[config.mk]
export PLATFORM = sky130hd
export DESIGN_NAME = lru_key_value_cache
export DESIGN_NICKNAME = d
export VERILOG_FILES = /design/src/design/lrukv_pkg.sv /design/src/design/lrukv_ctrl.sv /design/src/design/lrukv_dp.sv /design/src/design/lru_key_value_cache.sv
export SDC_FILE = /design/constraint.sdc
export NUM_CORES = 2
export LEC_CHECK = 0
export ABC_AREA = 1
export BUFFER_PORTS_ARGS = -buffer_cell sky130_fd_sc_hd__buf_2
export CAP_MARGIN = 0
export CORE_ASPECT_RATIO = 1.2
export CORE_MARGIN = 3
export CORE_UTILIZATION = 35
export DETAILED_ROUTE_END_ITERATION = 7
export GPL_ROUTABILITY_DRIVEN = 0
export SYNTH_ARGS = -nofsm -noshare
export SYNTH_HDL_FRONTEND = slang
export SYNTH_HIERARCHICAL = 1
export SYNTH_SLANG_ARGS = --single-unit
export TNS_END_PERCENT = 50
[constraint.sdc]
create_clock -name clk -period 7 [get_ports clk]
set_input_delay 1.05 -clock clk [delete_from_list [all_inputs] [get_ports clk]]
set_output_delay 1.05 -clock clk [all_outputs]
set_load 0.02 [all_outputs]
[src/design/lrukv_pkg.sv]
`default_nettype none
package lrukv_pkg;

  // Fixed field widths
  localparam int KEY_W  = 32;
  localparam int DATA_W = 32;
  localparam int CAP_W  = 5;

  // Default store depth
  localparam int ENTRIES_DEFAULT = 16;

  // Capacity register reset value
  localparam logic [CAP_W-1:0] CAP_RESET = 5'd16;

  // Value returned on a lookup miss
  localparam logic [DATA_W-1:0] MISS_VALUE = '1;

  // Configuration port geometry: one 32-bit register per word
  localparam int PADDR_W  = 3;
  localparam int PDATA_W  = 32;
  localparam int REG_IDX_W = PADDR_W - 2;
  localparam logic [REG_IDX_W-1:0] REG_CAPACITY = 1'b0;

  // Operation codes
  typedef enum logic {
    FUNC_GET = 1'b0,
    FUNC_PUT = 1'b1
  } func_t;

  // Controller to datapath commands
  typedef struct packed {
    logic load;    // capture a new word
    logic look;    // run the associative compare
    logic commit;  // apply the recency and store update
  } dp_cmd_t;

  // Datapath to controller status
  typedef struct packed {
    logic is_get;
  } dp_stat_t;

endpackage
`default_nettype wire

[src/design/lrukv_ctrl.sv]
`default_nettype none
module lrukv_ctrl (
  input  wire logic               clk,
  input  wire logic               rst,
  input  wire logic               start,
  input  wire lrukv_pkg::dp_stat_t stat,
  output lrukv_pkg::dp_cmd_t      cmd,
  output logic                    busy,
  output logic                    done
);
  import lrukv_pkg::*;

  typedef enum logic [1:0] {
    S_IDLE,
    S_LOOK,
    S_UPDATE
  } state_t;

  state_t state;
  state_t state_next;
  logic   accept;

  // Take a word in idle or during the update cycle of the previous one
  assign accept = start && !busy;

  always_comb begin
    case (state)
      S_IDLE:   state_next = accept ? S_LOOK : S_IDLE;
      S_LOOK:   state_next = S_UPDATE;
      S_UPDATE: state_next = accept ? S_LOOK : S_IDLE;
      default:  state_next = S_IDLE;
    endcase
  end

  // Hold state and registered strobes
  always_ff @(posedge clk) begin
    if (rst) begin
      state <= S_IDLE;
      busy  <= 1'b0;
      done  <= 1'b0;
    end else begin
      state <= state_next;
      busy  <= (state_next == S_LOOK);
      done  <= (state_next == S_UPDATE) && stat.is_get;
    end
  end

  // Drive datapath commands
  always_comb begin
    cmd.load   = accept;
    cmd.look   = (state == S_LOOK);
    cmd.commit = (state == S_UPDATE);
  end

`ifndef SYNTHESIS
  a_accept_busy: assert property (@(posedge clk) disable iff (rst)
    (start && !busy) |=> busy)
    else $error("accepted word did not enter lookup");
  a_look_then_commit: assert property (@(posedge clk) disable iff (rst)
    busy |=> (cmd.commit && !busy))
    else $error("lookup not followed by update");
  a_done_in_commit: assert property (@(posedge clk) disable iff (rst)
    done |-> cmd.commit)
    else $error("result strobe outside update cycle");
`endif

endmodule
`default_nettype wire

[src/design/lrukv_dp.sv]
`default_nettype none
module lrukv_dp #(
  parameter int ENTRIES = lrukv_pkg::ENTRIES_DEFAULT
) (
  input  wire logic                         clk,
  input  wire logic                         rst,
  input  wire lrukv_pkg::dp_cmd_t           cmd,
  output lrukv_pkg::dp_stat_t               stat,
  input  wire logic [lrukv_pkg::CAP_W-1:0]  capacity,
  input  wire logic                         func,
  input  wire logic [lrukv_pkg::KEY_W-1:0]  key,
  input  wire logic [lrukv_pkg::DATA_W-1:0] put_value,
  output logic                              hit,
  output logic [lrukv_pkg::DATA_W-1:0]      read_value
);
  import lrukv_pkg::*;

  localparam int IW   = (ENTRIES > 1) ? $clog2(ENTRIES) : 1;
  localparam int FW   = $clog2(ENTRIES + 1);
  localparam int CMPW = (FW > CAP_W) ? FW : CAP_W;

  // Latched request word
  func_t             func_q;
  logic [KEY_W-1:0]  key_q;
  logic [DATA_W-1:0] value_q;

  // Store state
  logic [ENTRIES-1:0] valid;
  logic [ENTRIES-1:0] valid_next;
  logic [KEY_W-1:0]   keys [ENTRIES];
  logic [IW-1:0]      ranks [ENTRIES];
  logic [IW-1:0]      ranks_next [ENTRIES];
  logic [FW-1:0]      fill;
  logic [FW-1:0]      fill_next;
  logic [DATA_W-1:0]  value_mem [ENTRIES];

  // Lookup results, combinational
  logic [ENTRIES-1:0] match;
  logic [ENTRIES-1:0] evict_vec;
  logic [ENTRIES-1:0] free_vec;
  logic [IW-1:0]      hit_idx;
  logic [IW-1:0]      hit_rank;
  logic [IW-1:0]      slot_idx;
  logic [FW-1:0]      fill_m1;
  logic [IW-1:0]      oldest_rank;
  logic [CMPW-1:0]    cap_eff;
  logic               need_evict;

  // Lookup results, registered
  logic               hit_q;
  logic [IW-1:0]      hit_idx_q;
  logic [IW-1:0]      hit_rank_q;
  logic [ENTRIES-1:0] evict_vec_q;
  logic               need_evict_q;
  logic [IW-1:0]      slot_idx_q;
  logic               cap_zero_q;
  logic [DATA_W-1:0]  rd_data;

  // Update decode
  logic               do_touch;
  logic               do_insert;
  logic               do_write;
  logic [IW-1:0]      wr_idx;
  logic [ENTRIES-1:0] kept;

  // Capture the request word
  always_ff @(posedge clk) begin
    if (cmd.load) begin
      func_q  <= func_t'(func);
      key_q   <= key;
      value_q <= put_value;
    end
  end

  assign stat.is_get = (func_q == FUNC_GET);

  // Associative compare and per-entry selection
  assign fill_m1     = fill - FW'(1);
  assign oldest_rank = fill_m1[IW-1:0];

  always_comb begin
    hit_idx  = '0;
    hit_rank = '0;
    for (int i = 0; i < ENTRIES; i++) begin
      match[i]     = valid[i] && (keys[i] == key_q);
      evict_vec[i] = valid[i] && (ranks[i] == oldest_rank);
      if (match[i]) begin
        hit_idx  = hit_idx | IW'(i);
        hit_rank = hit_rank | ranks[i];
      end
    end
  end

  // Effective capacity saturates at the store depth
  always_comb begin
    if (CMPW'(capacity) > CMPW'(ENTRIES)) begin
      cap_eff = CMPW'(ENTRIES);
    end else begin
      cap_eff = CMPW'(capacity);
    end
  end

  assign need_evict = (CMPW'(fill) >= cap_eff);
  assign free_vec   = ~valid | (need_evict ? evict_vec : '0);

  // Pick the lowest free slot once the victim is gone
  always_comb begin
    slot_idx = '0;
    for (int i = ENTRIES - 1; i >= 0; i--) begin
      if (free_vec[i]) begin
        slot_idx = IW'(i);
      end
    end
  end

  // Register the lookup and read the stored value
  always_ff @(posedge clk) begin
    if (cmd.look) begin
      hit_q        <= |match;
      hit_idx_q    <= hit_idx;
      hit_rank_q   <= hit_rank;
      evict_vec_q  <= evict_vec;
      need_evict_q <= need_evict;
      slot_idx_q   <= slot_idx;
      cap_zero_q   <= (capacity == '0);
      rd_data      <= value_mem[hit_idx];
    end
  end

  // Decode the update
  assign do_touch  = hit_q && ((func_q == FUNC_GET) || !cap_zero_q);
  assign do_write  = (func_q == FUNC_PUT) && !cap_zero_q;
  assign do_insert = do_write && !hit_q;
  assign wr_idx    = hit_q ? hit_idx_q : slot_idx_q;
  assign kept      = valid & ~(need_evict_q ? evict_vec_q : '0);

  // Age ranks, evict and insert
  always_comb begin
    valid_next = valid;
    ranks_next = ranks;
    fill_next  = fill;
    if (do_touch) begin
      for (int j = 0; j < ENTRIES; j++) begin
        if (valid[j] && (ranks[j] < hit_rank_q)) begin
          ranks_next[j] = ranks[j] + IW'(1);
        end
      end
      ranks_next[hit_idx_q] = '0;
    end else if (do_insert) begin
      for (int j = 0; j < ENTRIES; j++) begin
        if (kept[j]) begin
          ranks_next[j] = ranks[j] + IW'(1);
        end
      end
      valid_next             = kept;
      valid_next[slot_idx_q] = 1'b1;
      ranks_next[slot_idx_q] = '0;
      if (!need_evict_q) begin
        fill_next = fill + FW'(1);
      end
    end
  end

  // Hold control state of the store
  always_ff @(posedge clk) begin
    if (rst) begin
      valid <= '0;
      fill  <= '0;
    end else if (cmd.commit) begin
      valid <= valid_next;
      fill  <= fill_next;
    end
  end

  // Write payload of the store
  always_ff @(posedge clk) begin
    if (cmd.commit) begin
      ranks <= ranks_next;
      if (do_insert) begin
        keys[slot_idx_q] <= key_q;
      end
      if (do_write) begin
        value_mem[wr_idx] <= value_q;
      end
    end
  end

  assign hit        = hit_q;
  assign read_value = hit_q ? rd_data : MISS_VALUE;

`ifndef SYNTHESIS
  a_fill_matches_valid: assert property (@(posedge clk) disable iff (rst)
    $countones(valid) == int'(fill))
    else $error("fill count disagrees with valid entries");
  a_fill_bound: assert property (@(posedge clk) disable iff (rst)
    int'(fill) <= ENTRIES)
    else $error("fill count above store depth");
`endif

endmodule
`default_nettype wire

[src/design/lru_key_value_cache.sv]
// Fully associative key/value cache with least-recently-used replacement.
// Pulse start with func (0 get, 1 put), key and put_value while busy is low.
// Each word passes through a lookup state (associative key compare over all
// entries and value memory read), then an update state (recency rank update
// and store write); a new word may be started in the update state of the
// last. A get returns hit and read_value (-1 on a miss) with done high for
// exactly one cycle, in its update state; the receiver cannot stall. A put
// returns nothing. The capacity register (address 0) limits how many entries
// fill before the oldest is evicted; zero makes puts do nothing. The
// store is empty after reset with no clearing pass.
`default_nettype none
module lru_key_value_cache #(
  parameter int ENTRIES = lrukv_pkg::ENTRIES_DEFAULT
) (
  input  wire logic                          clk,
  input  wire logic                          rst,
  // Request
  input  wire logic                          start,
  output logic                               busy,
  input  wire logic                          func,
  input  wire logic [lrukv_pkg::KEY_W-1:0]   key,
  input  wire logic [lrukv_pkg::DATA_W-1:0]  put_value,
  // Result
  output logic                               done,
  output logic                               hit,
  output logic [lrukv_pkg::DATA_W-1:0]       read_value,
  // Configuration
  input  wire logic                          psel,
  input  wire logic                          penable,
  input  wire logic                          pwrite,
  input  wire logic [lrukv_pkg::PADDR_W-1:0] paddr,
  input  wire logic [lrukv_pkg::PDATA_W-1:0] pwdata,
  output logic [lrukv_pkg::PDATA_W-1:0]      prdata,
  output logic                               pready
);
  import lrukv_pkg::*;

  logic [CAP_W-1:0]     capacity;
  logic [REG_IDX_W-1:0] reg_idx;
  logic                 cfg_wr;
  dp_cmd_t              cmd;
  dp_stat_t             stat;

  // Decode the register port
  assign pready  = 1'b1;
  assign reg_idx = paddr[PADDR_W-1:2];
  assign cfg_wr  = psel && penable && pwrite && pready && (reg_idx == REG_CAPACITY);

  always_ff @(posedge clk) begin
    if (rst) begin
      capacity <= CAP_RESET;
    end else if (cfg_wr) begin
      capacity <= pwdata[CAP_W-1:0];
    end
  end

  always_comb begin
    prdata = '0;
    if (reg_idx == REG_CAPACITY) begin
      prdata = PDATA_W'(capacity);
    end
  end

  lrukv_ctrl u_ctrl (
    .clk   (clk),
    .rst   (rst),
    .start (start),
    .stat  (stat),
    .cmd   (cmd),
    .busy  (busy),
    .done  (done)
  );

  lrukv_dp #(
    .ENTRIES (ENTRIES)
  ) u_dp (
    .clk        (clk),
    .rst        (rst),
    .cmd        (cmd),
    .stat       (stat),
    .capacity   (capacity),
    .func       (func),
    .key        (key),
    .put_value  (put_value),
    .hit        (hit),
    .read_value (read_value)
  );

endmodule
`default_nettype wire

==> out/results.tsv <==
metric	value	unit
setup TNS	0	ns
Clk pin slew, worst setup/hold paths	0.07	ns
first-pass GRT wire length	276000	um
Final Cycle Share	0.702	
Hold Crit Class	in -> reg	
Crit path top cell by count	nand2_1	
CP peak stage delay	0.69	ns
vias in the first global route	43000	
post-synthesis sequential area ratio	0.614	
average size of a mapped cell	10.2	um2
Worst-Skew Late Latency	0.78	ns
max_cap viols	0	
Die X	385	um
minimum clock period	4.92	ns
CTS resizes	0	
Worst IR Drop VDD	225	uV
CP Cell Sequence	inv_2, or2_2, nand4_1, nor3_1, nand4_1, nand2_2, nor2_8, nand2_8, buf_4, nand2_1, nand2_1, nand2_1, nand3_1, nand3_1, nand2_1	
CP max stage cell	inv_2	
delay-heaviest family, CP	simple AND/OR/NAND/NOR gates	
EDFF count, synth	1216	
total track usage	0.208	
CP Data Required Time	7.59	ns
CTS Hold Bufs	0	
Iteration-0 DRC Markers	4619	
Post-Syn Instances	5897	
Post-synth ARST share	0	
pwr dens	230	nW/um2
Residual DRC	0	
WP data arrival	5.51	ns
final wirelength	190000	um
Core Region	171000	um2
Startpoint Class	flip-flop	
clock root cell	clkbuf_16	
vias per cell	5.39	
# Post-CTS Setup Buffers	0	
Setup CP Type	reg -> reg	
clock skew	0.0779	ns
Slew Limit Fails	0	
worst-path fanout max	116	
Yosys warnings	6	
Initial Util	0.353	
slew margin rel.	0.197	
Synth cell types	70	
FP Rows	166	
setup violators final	0	
Fmax	203	MHz
fillers	16600	
Ports	174	
number of synthesized register bits	1246	
Main synth FF type	edfxtp_1	
Detailed Routing Iterations Pass 1	8	
CTS Buffer Depth	3	
area delta synth->final	11.0	%
CP Capture Type	flip-flop	
via count	45200	
Mapped Area	60400	um2
status	completed	
Final Hold Viols	0	
die height	461	um
initial antenna violation count	7	
CTS tree	yes	
port bufs	116	
Nets	6182	
overall power	15.4	mW
CP bufs+invs	2	
placed wire-length estimate	114000	um
Leakage	25.3	nW
worst-margin pin slew	1.20	ns
H-Tree Depth	3	
clock sinks	1246	
layout cells sized above 1	0.101	
Detail Route Antenna Nets	0	
RSZ-0062 raised after global routing	false	
routed len/inst	22.7	um
Overflow after GRT	0	
full die area	178000	um2
pin count of the biggest net entering global routing	204	
CTS buffer count	115	
[per-layer routing]
layer / global-route usage / part of all wire / up-vias / routed length (um)
li1: - / - / 20500 / -
met1: 0.259 / 0.38 / 21800 / 72400
met2: 0.348 / 0.47 / 2317 / 89500
met3: 0.0268 / 0.082 / 539 / 15600
met4: 0.120 / 0.064 / 4 / 12200
met5: 0 / 0.00014 / - / 26
[cell families (layout without fill, tap and decap cells)]
kind of cell,Yosys count,count (layout),share of synthesized area
xor+xnor,243,243,0.0352
other cells,2,33,0.000124
buf+inv,867,1044,0.0656
compound gates,553,553,0.0534
simple gates,2914,2914,0.216
flops,1246,1246,0.614
mux,1,1,0.000166
fa+ha+maj,71,71,0.0147
[worst reg2reg max path: stages, from the launching register on]
cell	delay (ns)
edfxtp_1	0.63
inv_2	0.69
or2_2	0.24
nand4_1	0.07
nor3_1	0.27
nand4_1	0.58
nand2_2	0.35
nor2_8	0.12
nand2_8	0.64
buf_4	0.58
nand2_1	0.11
nand2_1	0.09
nand2_1	0.06
nand3_1	0.12
nand3_1	0.10
nand2_1	0.09
[cells in the mapped netlist (13+ instances only)]
cell,count,area share
nand2_1,1415,0.088
edfxtp_1,1216,0.60
inv_1,574,0.036
nand3_1,555,0.046
nor2_1,370,0.023
o21ai_0,224,0.019
xor2_1,157,0.023
nand4_1,137,0.014
nor3_1,127,0.011
or2_2,126,0.013
o22ai_1,121,0.013
a21oi_1,106,0.0088
buf_2,103,0.0085
buf_4,99,0.012
xnor2_1,86,0.012
nor4_1,76,0.0079
ha_1,71,0.015
dfxtp_1,30,0.0099
inv_2,27,0.0017
buf_6,26,0.0048
clkbuf_1,26,0.0016
nor3b_1,24,0.0030
nand3b_1,18,0.0022
o2111ai_1,16,0.0023
a31oi_1,13,0.0013
or2_1,13,0.0013
[final timing paths]
kind / startpoint / end / slack (ns) / cells past startpoint
worst min-delay path: put_value[25] / u_dp/value_q[25] / 0.46 / 1
worst min register to register: u_dp/valid[13] / u_dp/valid[13] / 0.49 / 2
worst max-delay path: u_dp/key_q[21] / u_dp/rd_data[11] / 2.08 / 15
worst max register to register: u_dp/key_q[21] / u_dp/rd_data[11] / 2.08 / 15
[final cells by class]
type                       count  area (um2)  share of cell area
tap                         2268        2840              0.0423
multi-input combinational   3810       19700               0.293
sequential                  1246       37100               0.553
timing repair buffer         229        1470              0.0219
inverter                     603        2270              0.0338
antenna                        5        12.5            0.000187
clock inverter                81         762              0.0114
clock buffer                 131        2940              0.0438
[flip-flops by register name, indices dropped and copies added, names as in the netlist, 5 cells and up]
| name | count |
|---|---|
| u_dp/valid | 16 |
| u_dp/rd_data | 32 |
| u_dp/ranks | 64 |
| u_dp/value_mem | 512 |
| u_dp/fill | 5 |
| u_dp/key_q | 32 |
| u_dp/evict_vec_q | 16 |
| capacity | 5 |
| u_dp/value_q | 32 |
| u_dp/keys | 512 |
[per-stage QoR]
stage	worst slack [ns]	utilization	hold WS [ns]	cells	area, um2
3_5_place_dp	2.17	0.370	0.474	8156	63400
4_1_cts	2.11	0.392	0.402	8368	67100
6_report	2.08	0.392	0.457	8373	67100
2_1_floorplan	0.746	-	0.449	5923	60500
3_3_place_gp	2.20	0.370	0.469	8156	63400
5_1_grt	1.85	0.392	0.427	8369	67100
[where the power goes]
group	total (mW)	switching (mW)	internal, mW
clock network	6.28	2.91	3.37
registers	8.33	0.0842	8.25
logic	0.804	0.602	0.202
total	15.4	3.60	11.8
[cells in the final DEF, fill, tap and decap left out, drive strengths merged, types with 24 or more instances in the layout]
cell / instances
edfxtp: 1216
nand3: 562
dfxtp: 30
clkbuf: 131
o21ai: 228
buf: 229
nor2: 377
a21oi: 106
nand4: 138
o22ai: 121
clkinv: 61
xnor2: 86
xor2: 157
or2: 140
nor3: 130
nor4: 79
ha: 71
nor3b: 24
conb: 28
inv: 606
nand2: 1422
(Power assumes the default switching activity.)
